## config.mk

```make
export PLATFORM = sky130hd
export DESIGN_NAME = settable_24h_clock_with_display_unit
export DESIGN_NICKNAME = d
export VERILOG_FILES = /design/src/hw/rtl/sclk_pkg.sv /design/src/hw/rtl/settable_24h_clock_with_display_unit.sv
export SDC_FILE = /design/constraint.sdc
export NUM_CORES = 1
export LEC_CHECK = 0
export BUFFER_PORTS_ARGS = -buffer_cell sky130_fd_sc_hd__clkbuf_2
export CORE_AREA = 3 3 132 134
export CTS_BUF_LIST = sky130_fd_sc_hd__clkbuf_8
export CTS_CLUSTER_SIZE = 40
export DETAILED_ROUTE_END_ITERATION = 12
export DIE_AREA = 0 0 135 137
export GPL_ROUTABILITY_DRIVEN = 0
export PLACE_DENSITY = 0.85
export SLEW_MARGIN = 5
export SYNTH_ARGS = -nofsm -noshare
export SYNTH_HDL_FRONTEND = slang
export SYNTH_SLANG_ARGS = --single-unit
export TNS_END_PERCENT = 100
```

## constraint.sdc

```tcl
create_clock -name clock -period 9.02 [get_ports clock]
set_input_delay 1.353 -clock clock [delete_from_list [all_inputs] [get_ports clock]]
set_output_delay 1.353 -clock clock [all_outputs]
set_load 0.01 [all_outputs]
```

## src/hw/rtl/sclk_pkg.sv

```systemverilog
// sclk_pkg: shared types, codes and helpers of the settable 24-hour clock
// holds the result record, mode and register codes and the segment decode
// no dependencies

package sclk_pkg;

   // configuration register indexes
   localparam logic CSR_TICKS_PER_SECOND = 1'b0;
   localparam logic CSR_SETTLE_READS     = 1'b1;

   // reset values of the configuration registers
   localparam logic [15:0] TICKS_PER_SECOND_RESET = 16'd1000;
   localparam logic [3:0]  SETTLE_READS_RESET     = 4'd5;

   // set mode codes
   localparam logic [1:0] MODE_RUN      = 2'd0;
   localparam logic [1:0] MODE_SET_SEC  = 2'd1;
   localparam logic [1:0] MODE_SET_MIN  = 2'd2;
   localparam logic [1:0] MODE_SET_HOUR = 2'd3;

   // limits of the time fields
   localparam logic [7:0] SEC_MAX  = 8'd59;
   localparam logic [7:0] MIN_MAX  = 8'd59;
   localparam logic [7:0] HOUR_MAX = 8'd23;
   localparam logic [3:0] STABLE_MAX = 4'd15;

   // active-low segment codes of digits 0..9, blank for anything else
   localparam logic [6:0] SEG_BLANK = 7'h7F;
   localparam logic [6:0] SEG_CODES [10] = '{
      7'h40, 7'h79, 7'h24, 7'h30, 7'h19, 7'h12, 7'h02, 7'h78, 7'h00, 7'h10
   };

   // one result record
   typedef struct packed {
      logic [6:0] hex_sec_units;
      logic [6:0] hex_sec_tens;
      logic [6:0] hex_min_units;
      logic [6:0] hex_min_tens;
      logic [6:0] hex_hour_units;
      logic [6:0] hex_hour_tens;
      logic [5:0] cur_seconds;
      logic [5:0] cur_minutes;
      logic [4:0] cur_hours;
   } rsp_type;

   // segment code of one decimal digit
   function automatic logic [6:0] seg_of(input logic [3:0] digit);
      logic [6:0] code;
      if (digit < 4'd10) begin
         code = SEG_CODES[digit];
      end else begin
         code = SEG_BLANK;
      end
      return code;
   endfunction

   // tens digit of a value below 64, by compare chain
   function automatic logic [3:0] tens_of(input logic [5:0] value);
      logic [3:0] tens;
      if (value >= 6'd60) begin
         tens = 4'd6;
      end else if (value >= 6'd50) begin
         tens = 4'd5;
      end else if (value >= 6'd40) begin
         tens = 4'd4;
      end else if (value >= 6'd30) begin
         tens = 4'd3;
      end else if (value >= 6'd20) begin
         tens = 4'd2;
      end else if (value >= 6'd10) begin
         tens = 4'd1;
      end else begin
         tens = 4'd0;
      end
      return tens;
   endfunction

   // units digit of a value below 64
   function automatic logic [3:0] units_of(input logic [5:0] value);
      logic [5:0] tens_x10;
      logic [5:0] rest;
      tens_x10 = 6'(tens_of(value)) * 6'd10;
      rest     = value - tens_x10;
      return rest[3:0];
   endfunction

endpackage

```

## src/hw/rtl/settable_24h_clock_with_display_unit.sv

```systemverilog
// settable_24h_clock_with_display_unit: millisecond-tick 24-hour clock
// with switch setting, reset key and six seven-segment digit codes
// depends on sclk_pkg
// a result is registered into a two-entry result queue when its request is accepted
// throughput: one request per cycle while that queue is not full; the queue lets
// requests keep coming while one result waits under rsp_stall
// reset (synchronous, active high): time, counters and mode tracking cleared,
// key taken as released, registers back to 1000 ticks and 5 settle reads

module settable_24h_clock_with_display_unit (
   input  logic        clock,
   input  logic        reset,
   // request channel
   input  logic        req_valid,
   output logic        req_stall,
   input  logic [7:0]  req_set_digits,
   input  logic [1:0]  req_set_mode,
   input  logic        req_key_level,
   // result channel
   output logic        rsp_valid,
   input  logic        rsp_stall,
   output logic [6:0]  rsp_hex_sec_units,
   output logic [6:0]  rsp_hex_sec_tens,
   output logic [6:0]  rsp_hex_min_units,
   output logic [6:0]  rsp_hex_min_tens,
   output logic [6:0]  rsp_hex_hour_units,
   output logic [6:0]  rsp_hex_hour_tens,
   output logic [5:0]  rsp_cur_seconds,
   output logic [5:0]  rsp_cur_minutes,
   output logic [4:0]  rsp_cur_hours,
   // configuration port
   input  logic        csr_write_enable,
   input  logic        csr_index,
   input  logic [15:0] csr_write_data
);

   // configuration registers
   logic [15:0] ticks_per_second_ff;
   logic [3:0]  settle_reads_ff;

   // clock state
   logic [5:0]  seconds_ff, seconds_in;
   logic [5:0]  minutes_ff, minutes_in;
   logic [4:0]  hours_ff, hours_in;
   logic [15:0] tick_count_ff, tick_count_in;
   logic [1:0]  last_mode_ff, last_mode_in;
   logic [3:0]  stable_count_ff, stable_count_in;
   logic [7:0]  applied_digits_ff, applied_digits_in;
   logic        applied_valid_ff, applied_valid_in;
   logic        last_key_ff, last_key_in;

   // result queue
   sclk_pkg::rsp_type slot_ff [2];
   logic              wr_ptr_ff, rd_ptr_ff;
   logic [1:0]        count_ff, count_in;

   logic              req_accept, rsp_accept;
   sclk_pkg::rsp_type result;
   sclk_pkg::rsp_type head;

   // handshake
   assign req_stall  = (count_ff == 2'd2);
   assign rsp_valid  = (count_ff != 2'd0);
   assign req_accept = req_valid && !req_stall;
   assign rsp_accept = rsp_valid && !rsp_stall;

   // configuration writes
   always_ff @(posedge clock) begin
      if (reset) begin
         ticks_per_second_ff <= sclk_pkg::TICKS_PER_SECOND_RESET;
         settle_reads_ff     <= sclk_pkg::SETTLE_READS_RESET;
      end else if (csr_write_enable) begin
         case (csr_index)
            sclk_pkg::CSR_TICKS_PER_SECOND: ticks_per_second_ff <= csr_write_data;
            sclk_pkg::CSR_SETTLE_READS:     settle_reads_ff     <= csr_write_data[3:0];
            default: ;
         endcase
      end
   end

   // per-tick update: key clear, switch setting, display sample, advance
   always_comb begin
      logic       key_clear;
      logic [5:0] sec_a, min_a;
      logic [4:0] hour_a;
      logic [3:0] stable_inc;
      logic       do_set;
      logic [7:0] set_val;
      logic [7:0] clamp_sec, clamp_min, clamp_hour;
      logic [5:0] sec_b, min_b;
      logic [4:0] hour_b;
      logic [15:0] tick_next;
      logic [6:0] sec_c, min_c;
      logic [5:0] hour_c;

      // falling edge of the active-low key clears the time
      key_clear = !req_key_level && last_key_ff;
      sec_a  = key_clear ? 6'd0 : seconds_ff;
      min_a  = key_clear ? 6'd0 : minutes_ff;
      hour_a = key_clear ? 5'd0 : hours_ff;
      last_key_in = req_key_level;

      // mode tracking and settle count
      stable_inc = (stable_count_ff < sclk_pkg::STABLE_MAX) ?
                   stable_count_ff + 4'd1 : stable_count_ff;
      do_set = 1'b0;
      last_mode_in      = last_mode_ff;
      stable_count_in   = stable_count_ff;
      applied_valid_in  = applied_valid_ff;
      applied_digits_in = applied_digits_ff;
      if (req_set_mode != last_mode_ff) begin
         last_mode_in     = req_set_mode;
         stable_count_in  = 4'd0;
         applied_valid_in = 1'b0;
      end else begin
         stable_count_in = stable_inc;
         do_set = (stable_inc >= settle_reads_ff) &&
                  (req_set_mode != sclk_pkg::MODE_RUN) &&
                  (!applied_valid_ff || (req_set_digits != applied_digits_ff));
      end

      // switch value, clamped per field
      set_val    = 8'(req_set_digits[7:4]) * 8'd10 + 8'(req_set_digits[3:0]);
      clamp_sec  = (set_val > sclk_pkg::SEC_MAX)  ? sclk_pkg::SEC_MAX  : set_val;
      clamp_min  = (set_val > sclk_pkg::MIN_MAX)  ? sclk_pkg::MIN_MAX  : set_val;
      clamp_hour = (set_val > sclk_pkg::HOUR_MAX) ? sclk_pkg::HOUR_MAX : set_val;
      sec_b  = sec_a;
      min_b  = min_a;
      hour_b = hour_a;
      if (do_set) begin
         applied_digits_in = req_set_digits;
         applied_valid_in  = 1'b1;
         case (req_set_mode)
            sclk_pkg::MODE_SET_SEC:  sec_b  = clamp_sec[5:0];
            sclk_pkg::MODE_SET_MIN:  min_b  = clamp_min[5:0];
            sclk_pkg::MODE_SET_HOUR: hour_b = clamp_hour[4:0];
            default: ;
         endcase
      end

      // display sample
      result.hex_sec_units  = sclk_pkg::seg_of(sclk_pkg::units_of(sec_b));
      result.hex_sec_tens   = sclk_pkg::seg_of(sclk_pkg::tens_of(sec_b));
      result.hex_min_units  = sclk_pkg::seg_of(sclk_pkg::units_of(min_b));
      result.hex_min_tens   = sclk_pkg::seg_of(sclk_pkg::tens_of(min_b));
      result.hex_hour_units = sclk_pkg::seg_of(sclk_pkg::units_of({1'b0, hour_b}));
      result.hex_hour_tens  = sclk_pkg::seg_of(sclk_pkg::tens_of({1'b0, hour_b}));
      result.cur_seconds    = sec_b;
      result.cur_minutes    = min_b;
      result.cur_hours      = hour_b;

      // one-second advance in run mode
      tick_next = tick_count_ff + 16'd1;
      sec_c  = {1'b0, sec_b};
      min_c  = {1'b0, min_b};
      hour_c = {1'b0, hour_b};
      tick_count_in = tick_next;
      if (tick_next >= ticks_per_second_ff) begin
         tick_count_in = 16'd0;
         if (req_set_mode == sclk_pkg::MODE_RUN) begin
            sec_c = sec_c + 7'd1;
            if (sec_c >= 7'd60) begin
               sec_c = 7'd0;
               min_c = min_c + 7'd1;
            end
            if (min_c >= 7'd60) begin
               min_c  = 7'd0;
               hour_c = hour_c + 6'd1;
            end
            if (hour_c >= 6'd24) begin
               hour_c = 6'd0;
            end
         end
      end
      seconds_in = sec_c[5:0];
      minutes_in = min_c[5:0];
      hours_in   = hour_c[4:0];
   end

   // state registers, updated per accepted request
   always_ff @(posedge clock) begin
      if (reset) begin
         seconds_ff        <= 6'd0;
         minutes_ff        <= 6'd0;
         hours_ff          <= 5'd0;
         tick_count_ff     <= 16'd0;
         last_mode_ff      <= sclk_pkg::MODE_RUN;
         stable_count_ff   <= 4'd0;
         applied_digits_ff <= 8'd0;
         applied_valid_ff  <= 1'b0;
         last_key_ff       <= 1'b1;
      end else if (req_accept) begin
         seconds_ff        <= seconds_in;
         minutes_ff        <= minutes_in;
         hours_ff          <= hours_in;
         tick_count_ff     <= tick_count_in;
         last_mode_ff      <= last_mode_in;
         stable_count_ff   <= stable_count_in;
         applied_digits_ff <= applied_digits_in;
         applied_valid_ff  <= applied_valid_in;
         last_key_ff       <= last_key_in;
      end
   end

   // result queue pointers and fill count
   always_comb begin
      count_in = count_ff;
      case ({req_accept, rsp_accept})
         2'b10:   count_in = count_ff + 2'd1;
         2'b01:   count_in = count_ff - 2'd1;
         default: count_in = count_ff;
      endcase
   end

   always_ff @(posedge clock) begin
      if (reset) begin
         wr_ptr_ff <= 1'b0;
         rd_ptr_ff <= 1'b0;
         count_ff  <= 2'd0;
      end else begin
         count_ff <= count_in;
         if (req_accept) begin
            wr_ptr_ff <= !wr_ptr_ff;
         end
         if (rsp_accept) begin
            rd_ptr_ff <= !rd_ptr_ff;
         end
      end
   end

   // result slots
   always_ff @(posedge clock) begin
      if (req_accept) begin
         slot_ff[wr_ptr_ff] <= result;
      end
   end

   // result ports from the queue head
   assign head               = slot_ff[rd_ptr_ff];
   assign rsp_hex_sec_units  = head.hex_sec_units;
   assign rsp_hex_sec_tens   = head.hex_sec_tens;
   assign rsp_hex_min_units  = head.hex_min_units;
   assign rsp_hex_min_tens   = head.hex_min_tens;
   assign rsp_hex_hour_units = head.hex_hour_units;
   assign rsp_hex_hour_tens  = head.hex_hour_tens;
   assign rsp_cur_seconds    = head.cur_seconds;
   assign rsp_cur_minutes    = head.cur_minutes;
   assign rsp_cur_hours      = head.cur_hours;

endmodule

```

==> results of run 1 <==
==> worst max path at each step <==
stage / start / endpoint / slack (ns) / depth (start not counted)
finish: req_set_digits[7] / slot_ff[1][30]$_DFFE_PP_ / 2.07 / 20
CTS: req_set_digits[7] / slot_ff[1][30]$_DFFE_PP_ / 2.13 / 20
global placement: req_set_digits[7] / slot_ff[0][27]$_DFFE_PP_ / 1.97 / 20
global route: req_set_digits[7] / slot_ff[1][30]$_DFFE_PP_ / 1.46 / 20
detailed placement: req_set_digits[7] / slot_ff[0][30]$_DFFE_PP_ / 1.57 / 20
floorplan: req_set_digits[5] / slot_ff[0][52]$_DFFE_PP_ / 2.59 / 19
==> registers in the layout (all words and copies together), names as in the netlist, named ones only <==
register,count
last_key_ff,1
hours_ff,5
applied_digits_ff,8
last_mode_ff,2
wr_ptr_ff,1
applied_valid_ff,1
ticks_per_second_ff,16
seconds_ff,6
slot_ff,114
stable_count_ff,4
settle_reads_ff,4
minutes_ff,6
tick_count_ff,16
count_ff,2
rd_ptr_ff,1
==> cell usage in the layout, fill, tap and decap left out, drive strengths merged, types with 10 or more instances in the layout <==
| master | instances |
|---|---|
| xnor2 | 27 |
| inv | 64 |
| ha | 66 |
| mux2 | 67 |
| clkbuf | 109 |
| and3 | 16 |
| mux2i | 13 |
| nor2 | 85 |
| o21ai | 36 |
| a211o | 10 |
| edfxtp | 114 |
| nand2 | 116 |
| a21oi | 66 |
| nand3 | 38 |
| dfxtp | 74 |
| nor3 | 21 |
| a21o | 10 |
| a311oi | 10 |
| buf | 12 |
| xor2 | 15 |
==> where the power goes <==
| part | switching, mW | internal, mW |
|---|---|---|
| Sequential | 0.0442 | 1.12 |
| Combinational | 0.528 | 0.374 |
| Clock | 0.297 | 0.246 |
==> through the flow <==
| step | cell area (sq um) | setup WS (ns) | std cells | utilization, % |
|---|---|---|---|---|
| after floorplan | 10600 | 2.59 | 1041 | - |
| after global placement | 11200 | 1.97 | 1316 | 68.1 |
| after detailed placement | 11200 | 1.57 | 1316 | 68.1 |
| after CTS | 11600 | 2.13 | 1347 | 70.4 |
| after global routing | 11600 | 1.46 | 1347 | 70.4 |
| final | 11600 | 2.07 | 1347 | 70.4 |
==> logic make-up (layout without fill, tap and decap cells) <==
kind of cell	count (synthesis)	count (layout)	synth area share, %
xor+xnor	42	42	3.48
compound gates	210	210	13.5
fa+ha+maj	72	72	8.86
flops	188	188	46.5
buf+inv	111	197	4.35
mux	80	80	8.45
simple gates	337	337	14.9
other cells	1	1	0.0355
==> cell type report <==
type,count,area share [%]
clock buffer,17,2.03
multi-input combinational,742,45.1
timing repair buffer,104,4.77
clock inverter,14,1.26
sequential,188,42.5
tap,220,2.38
inverter,62,2.01
==> routing by layer <==
layer  part of all wire [%]  vias up  GRT usage [%]
met1                     43     3705           30.7
li1                       -     3896              -
met2                     50      264           40.9
met3                    5.8       37           3.90
met5                      0        -              0
met4                    1.4        0           7.73
==> critical path: stages <==
cell,delay [ns]
clkbuf_2,0.15
ha_1,0.32
ha_1,0.20
fa_1,0.41
xnor2_1,0.31
nand2_1,0.10
nor4b_1,0.52
nor3_1,0.14
or3_1,0.40
o21ai_1,0.38
inv_1,0.25
o21ai_0,0.54
a21oi_1,0.15
nor2_1,0.22
ha_1,0.18
inv_1,0.05
fa_1,0.37
xor2_1,0.57
nor3_1,0.21
a211oi_1,0.37
==> impl_metrics.csv, run 1 <==
group,metric,value,unit
run_status,status,"completed",
worst_setup_path,r2r_end,"slot_ff[1][30]$_DFFE_PP_",
worst_setup_path,crit_type,"in2reg",
power,finalPower,2.61,mW
detailed_routing,dr.pass1.iters,7,
worst_setup_path,end_kind,"flop",
floorplanning,chipWidth,135,microns
logic_synthesis,ys_warn_count,0,
sta,grt_setup_unrepaired,"false",
power,p_leak,4.59,nW
grt,antenna_found_initial,0,
sta,fin_crit,6.95,ns
sta,setup_viol,0,
floorplanning,design.core.area,0.0164,sq mm
sta,hold_ws,0.456,ns
clock_tree,cts_setup_buffers,0,
sta,clock-skew-final,0.0137,ns
logic_synthesis,yosys-top-cells-area,"edfxtp_1 32%, dfxtp_1 14%, ha_1 7.8%, mux2_2 6.9%, nand2_1 4.1%",
min_path,worstHoldPathCells,2,
logic_synthesis,synth_nets,1145,
detailed_routing,drc,0,
clock_tree,root_buffer,"clkbuf_8",
detailed_routing,final_antenna_net_count,0,
layout,fillerInstances,1192,
sta,slew_headroom,43.5,%
worst_setup_path,cp.required,9.27,ns
clock_tree,clk_path_buf_depth,2,
worst_setup_path,critPathMaxFanout,10,
placement,dp_hpwl,14.8,mm
grt,first_global_vias,7545,
worst_setup_path,start_kind,"input port",
layout,regArea,0.00491,sq mm
clock_tree,numCtsBuffers,17,
layout,antenna_cells,0,
grt,grt_overflow,0,
layout,multi_input_area,0.00521,sq mm
layout,drive_above_1_share,19.3,%
worst_setup_path,r2r-start,"stable_count_ff[0]$_SDFFE_PP0P_",
clock_tree,cts_max_level,4,
min_path,min-delay-start,"ticks_per_second_ff[11]$_SDFFE_PP0P_",
clock_tree,cts_tree,"yes",
sta,finalHoldViolCount,0,
sta,fin_tns_setup,0,ns
clock_tree,cts.clk_slew.worst_paths,0.09,ns
floorplanning,core.rowCount,47,
logic_synthesis,ys_seq_area_share,46.5,%
floorplanning,initial_core_util,64.3,%
sta,max_freq,144,MHz
logic_synthesis,ys_top_cells_by_count,"116 x nand2_1, 114 x edfxtp_1, 85 x nor2_1",
logic_synthesis,synth_area,0.0106,sq mm
worst_setup_path,ff2ff_setup_slack,2.69,ns
logic_synthesis,yosysTopAreaCell,"edfxtp_1",
floorplanning,die_h,137,microns
clock_tree,clk_latency,0.47,ns
logic_synthesis,yosysTopAreaCellShare,32.4,%
clock_tree,cts_sinks,188,
detailed_routing,finalWirelength,21.4,mm
grt,grt_util_all_layers,23.7,%
floorplanning,die-area,0.0185,sq mm
layout,nNetsFinal,1219,
power,ir_drop,98.9,uV
logic_synthesis,ys_async_sr_fraction,0,%
worst_setup_path,worstPathArrival,7.20,ns
detailed_routing,vias,7902,
logic_synthesis,avgSynthCellArea,10.1,sq um
sta,finalMaxSlewViolations,0,
logic_synthesis,synthFlopType,"edfxtp_1",
grt,grt_max_degree,74,
sta,final.period_utilization,77.1,%
grt,grt_pass1_wl,35.6,mm
job,max-cap-violations,0,
logic_synthesis,synth-edff-count,114,
worst_setup_path,rr_worst_depth,19,
sta,tightest_slew,0.840,ns
logic_synthesis,synth_most_common_cell,"nand2_1",
min_path,hold_path_end,"ticks_per_second_ff[11]$_SDFFE_PP0P_",
logic_synthesis,ys_types,73,
power,powerDensity,226,mW/mm^2
logic_synthesis,ys_ff_latch,188,
logic_synthesis,synthCells,1041,
clock_tree,ctsResizeCount,0,
detailed_routing,drt_iter0_markers,634,
detailed_routing,viasPerCell,5.87,
floorplanning,io_pins,94,
detailed_routing,routedWlPerCell,15.9,microns
clock_tree,cts.hold.buffers_added,0,
min_path,min_path_type,"reg2reg",
layout,area_growth_syn_to_layout,9.42,%
placement,io_buffers,92,
No activity file was read; power rests on OpenSTA's default activity.
==> inputs of run 2 (changes only) <==
--- a/config.mk
+++ b/config.mk
@@ -6,13 +6,13 @@
 export NUM_CORES = 1
 export LEC_CHECK = 0
 export BUFFER_PORTS_ARGS = -buffer_cell sky130_fd_sc_hd__clkbuf_2
-export CORE_AREA = 3 3 132 134
+export CORE_AREA = 3 3 135 137
 export CTS_BUF_LIST = sky130_fd_sc_hd__clkbuf_8
 export CTS_CLUSTER_SIZE = 40
 export DETAILED_ROUTE_END_ITERATION = 12
-export DIE_AREA = 0 0 135 137
+export DIE_AREA = 0 0 138 140
 export GPL_ROUTABILITY_DRIVEN = 0
-export PLACE_DENSITY = 0.85
+export PLACE_DENSITY = 0.81
 export SLEW_MARGIN = 5
 export SYNTH_ARGS = -nofsm -noshare
 export SYNTH_HDL_FRONTEND = slang
==> constraint.sdc (replaced) <==
create_clock -name clock -period 6.78 [get_ports clock]
set_input_delay 1.017 -clock clock [delete_from_list [all_inputs] [get_ports clock]]
set_output_delay 1.017 -clock clock [all_outputs]
set_load 0.01 [all_outputs]
==> run 2 against run 1 <==
Combinational power up 35%. Global-route usage fell by 0.29 points. Critical endpoint is now slot_ff[0][29]$_DFFE_PP_. Critical path type unchanged. Total power grew 35%. Register-to-register slack lost 1.9 ns. Critical path depth is 2 higher. Clock-buffer cell count unchanged. Largest power group unchanged. Worst hold slack gained 0.0046 ns. Clock skew decreased by 0.00070 ns. Die area is 4.5% higher.
==> impl_metrics.csv, run 2 (synthesis gave the netlist of run 1 again) <==
group,metric,value,unit
min_path,hold_path_end,"ticks_per_second_ff[1]$_SDFFE_PP0P_",
clock_tree,cts.hold.buffers_added,0,
detailed_routing,viasPerCell,5.93,
detailed_routing,drc,0,
clock_tree,cts_max_level,4,
sta,finalMaxSlewViolations,0,
layout,top_register,"slot_ff",
worst_setup_path,ff2ff_setup_slack,0.77,ns
clock_tree,numCtsBuffers,17,
grt,grt.busiest_layer,"met2",
sta,max_freq,160,MHz
grt,gr-usage-met1,30.9,%
layout,final_common_cell,"nand2_1",
grt,met3_usage,4.23,%
floorplanning,core.rowCount,48,
detailed_routing,final_antenna_net_count,0,
detailed_routing,dr.pass1.iters,6,
clock_tree,cts_tree,"yes",
floorplanning,design.core.area,0.0172,sq mm
clock_tree,ctsResizeCount,0,
placement,placed_cells,1329,
clock_tree,clk_path_buf_depth,2,
clock_tree,cts_setup_buffers,0,
layout,drive_above_1_share,20.0,%
sta,clock-skew-final,0.0130,ns
worst_setup_path,crit_type,"in2reg",
grt,grt_util_all_layers,23.4,%
clock_tree,root_buffer,"clkbuf_8",
detailed_routing,finalWirelength,22.5,mm
layout,area_growth_syn_to_layout,10.2,%
worst_setup_path,r2r_end,"slot_ff[0][29]$_DFFE_PP_",
layout,layout_common_cells,"116 x nand2_1, 114 x edfxtp_1, 92 x clkbuf_2, 84 x nor2_1, 73 x dfxtp_1",
sta,finalHoldViolCount,0,
sta,tightest_slew,0.852,ns
grt,first_global_vias,7696,
min_path,min-delay-start,"ticks_per_second_ff[1]$_SDFFE_PP0P_",
worst_setup_path,worstPathArrival,6.53,ns
power,powerDensity,303,mW/mm^2
floorplanning,chipWidth,138,microns
placement,dp_hpwl,15.5,mm
detailed_routing,vias,8064,
grt,grt_pass1_wl,37.5,mm
layout,stdcell_count,1361,
worst_setup_path,start_kind,"input port",
placement,io_buffers,92,
grt,antenna_found_initial,0,
sta,setup_viol,0,
worst_setup_path,r2r-start,"stable_count_ff[0]$_SDFFE_PP0P_",
layout,largest_reg_flops,114,
sta,hold_ws,0.461,ns
grt,grt_overflow,0,
power,p_leak,4.63,nW
sta,grt_setup_unrepaired,"false",
worst_setup_path,cp.required,7.04,ns
clock_tree,clk_latency,0.48,ns
power,ir_drop,232,uV
min_path,worstHoldPathCells,2,
floorplanning,io_pins,94,
detailed_routing,drt_iter0_markers,754,
layout,final_core_util,67.7,%
sta,fin_crit,6.26,ns
layout,nNetsFinal,1227,
clock_tree,cts_sinks,188,
run_status,status,"completed",
sta,fin_tns_setup,0,ns
floorplanning,die_h,140,microns
sta,slew_headroom,42.9,%
floorplanning,initial_core_util,61.5,%
job,max-cap-violations,0,
worst_setup_path,rr_worst_depth,21,
clock_tree,cts.clk_slew.worst_paths,0.10,ns
grt,grt_max_degree,74,
sta,final.period_utilization,92.4,%
detailed_routing,routedWlPerCell,16.6,microns
grt,grt.met2_usage,39.6,%
min_path,min_path_type,"reg2reg",
layout,antenna_cells,0,
layout,reg_top3,"slot_ff x114, tick_count_ff x16, ticks_per_second_ff x16",
worst_setup_path,end_kind,"flop",
worst_setup_path,critPathMaxFanout,10,
floorplanning,die-area,0.0193,sq mm
[run 2: changes by cell type in the layout (fill, tap and decap cells not counted)]
cell        previous run  this run
inv_8                  1         0
buf_4                 12        20
clkinv_8               0         1
clkinvlp_2             0         1
inv_1                 58        56
inv_6                  3         6
clkinv_1               5         6
clkinvlp_4             3         1
[run 2: power by group]
part	total, mW	internal (mW)	switching [mW]
clock network	0.755	0.334	0.421
logic	1.22	0.509	0.711
registers	1.55	1.49	0.0581
[run 2: final cells by class]
class                      count  area (sq um)
clock inverter                15           163
inverter                      62           233
clock buffer                  17           234
sequential                   188          4910
multi-input combinational    742          5210
tap                          225           282
fill                        1353          5540
timing repair buffer         112           611
[run 2: how the worst max path moves through the flow]
stage | start | endpoint | slack (ns) | depth (start not counted)
after global placement | req_set_digits[7] | slot_ff[0][30]$_DFFE_PP_ | 0.55 | 22
after detailed placement | req_set_digits[7] | slot_ff[0][29]$_DFFE_PP_ | 0.18 | 22
after CTS | req_set_digits[7] | slot_ff[0][29]$_DFFE_PP_ | 0.61 | 22
after floorplan | req_set_digits[5] | slot_ff[0][52]$_DFFE_PP_ | 0.69 | 19
final | req_set_digits[7] | slot_ff[0][29]$_DFFE_PP_ | 0.52 | 22
after global routing | req_set_digits[7] | slot_ff[1][27]$_DFFE_PP_ | 0.06 | 22
[run 2: through the flow]
stage               area, sq um  total power, mW  setup WS, ns
finish                    11600             3.52         0.516
detailed placement        11200             2.79         0.180
global route              11600             3.73        0.0647
CTS                       11600             3.54         0.612
floorplan                 10600             2.41         0.690
global placement          11200             2.74         0.549
[run 2: layer usage]
layer	vias up	share of wire (%)
li1	3922	-
met1	3848	45
met2	243	48
met3	51	5.1
met4	0	2.0
met5	-	0
[run 2: critical path, stage by stage]
cell and delay, ns:
clkbuf_2 0.15, ha_1 0.32, ha_1 0.20, fa_1 0.42, xnor2_1 0.36, nand2_1 0.09
nor4b_1 0.51, nor3_1 0.14, or3_1 0.41, o21ai_1 0.15, buf_4 0.16, inv_1 0.14
o21ai_0 0.24, buf_4 0.18, a21oi_1 0.07, nor2_1 0.20, ha_1 0.19, inv_1 0.05
fa_1 0.36, xor2_1 0.57, nor3_1 0.22, a311oi_1 0.37
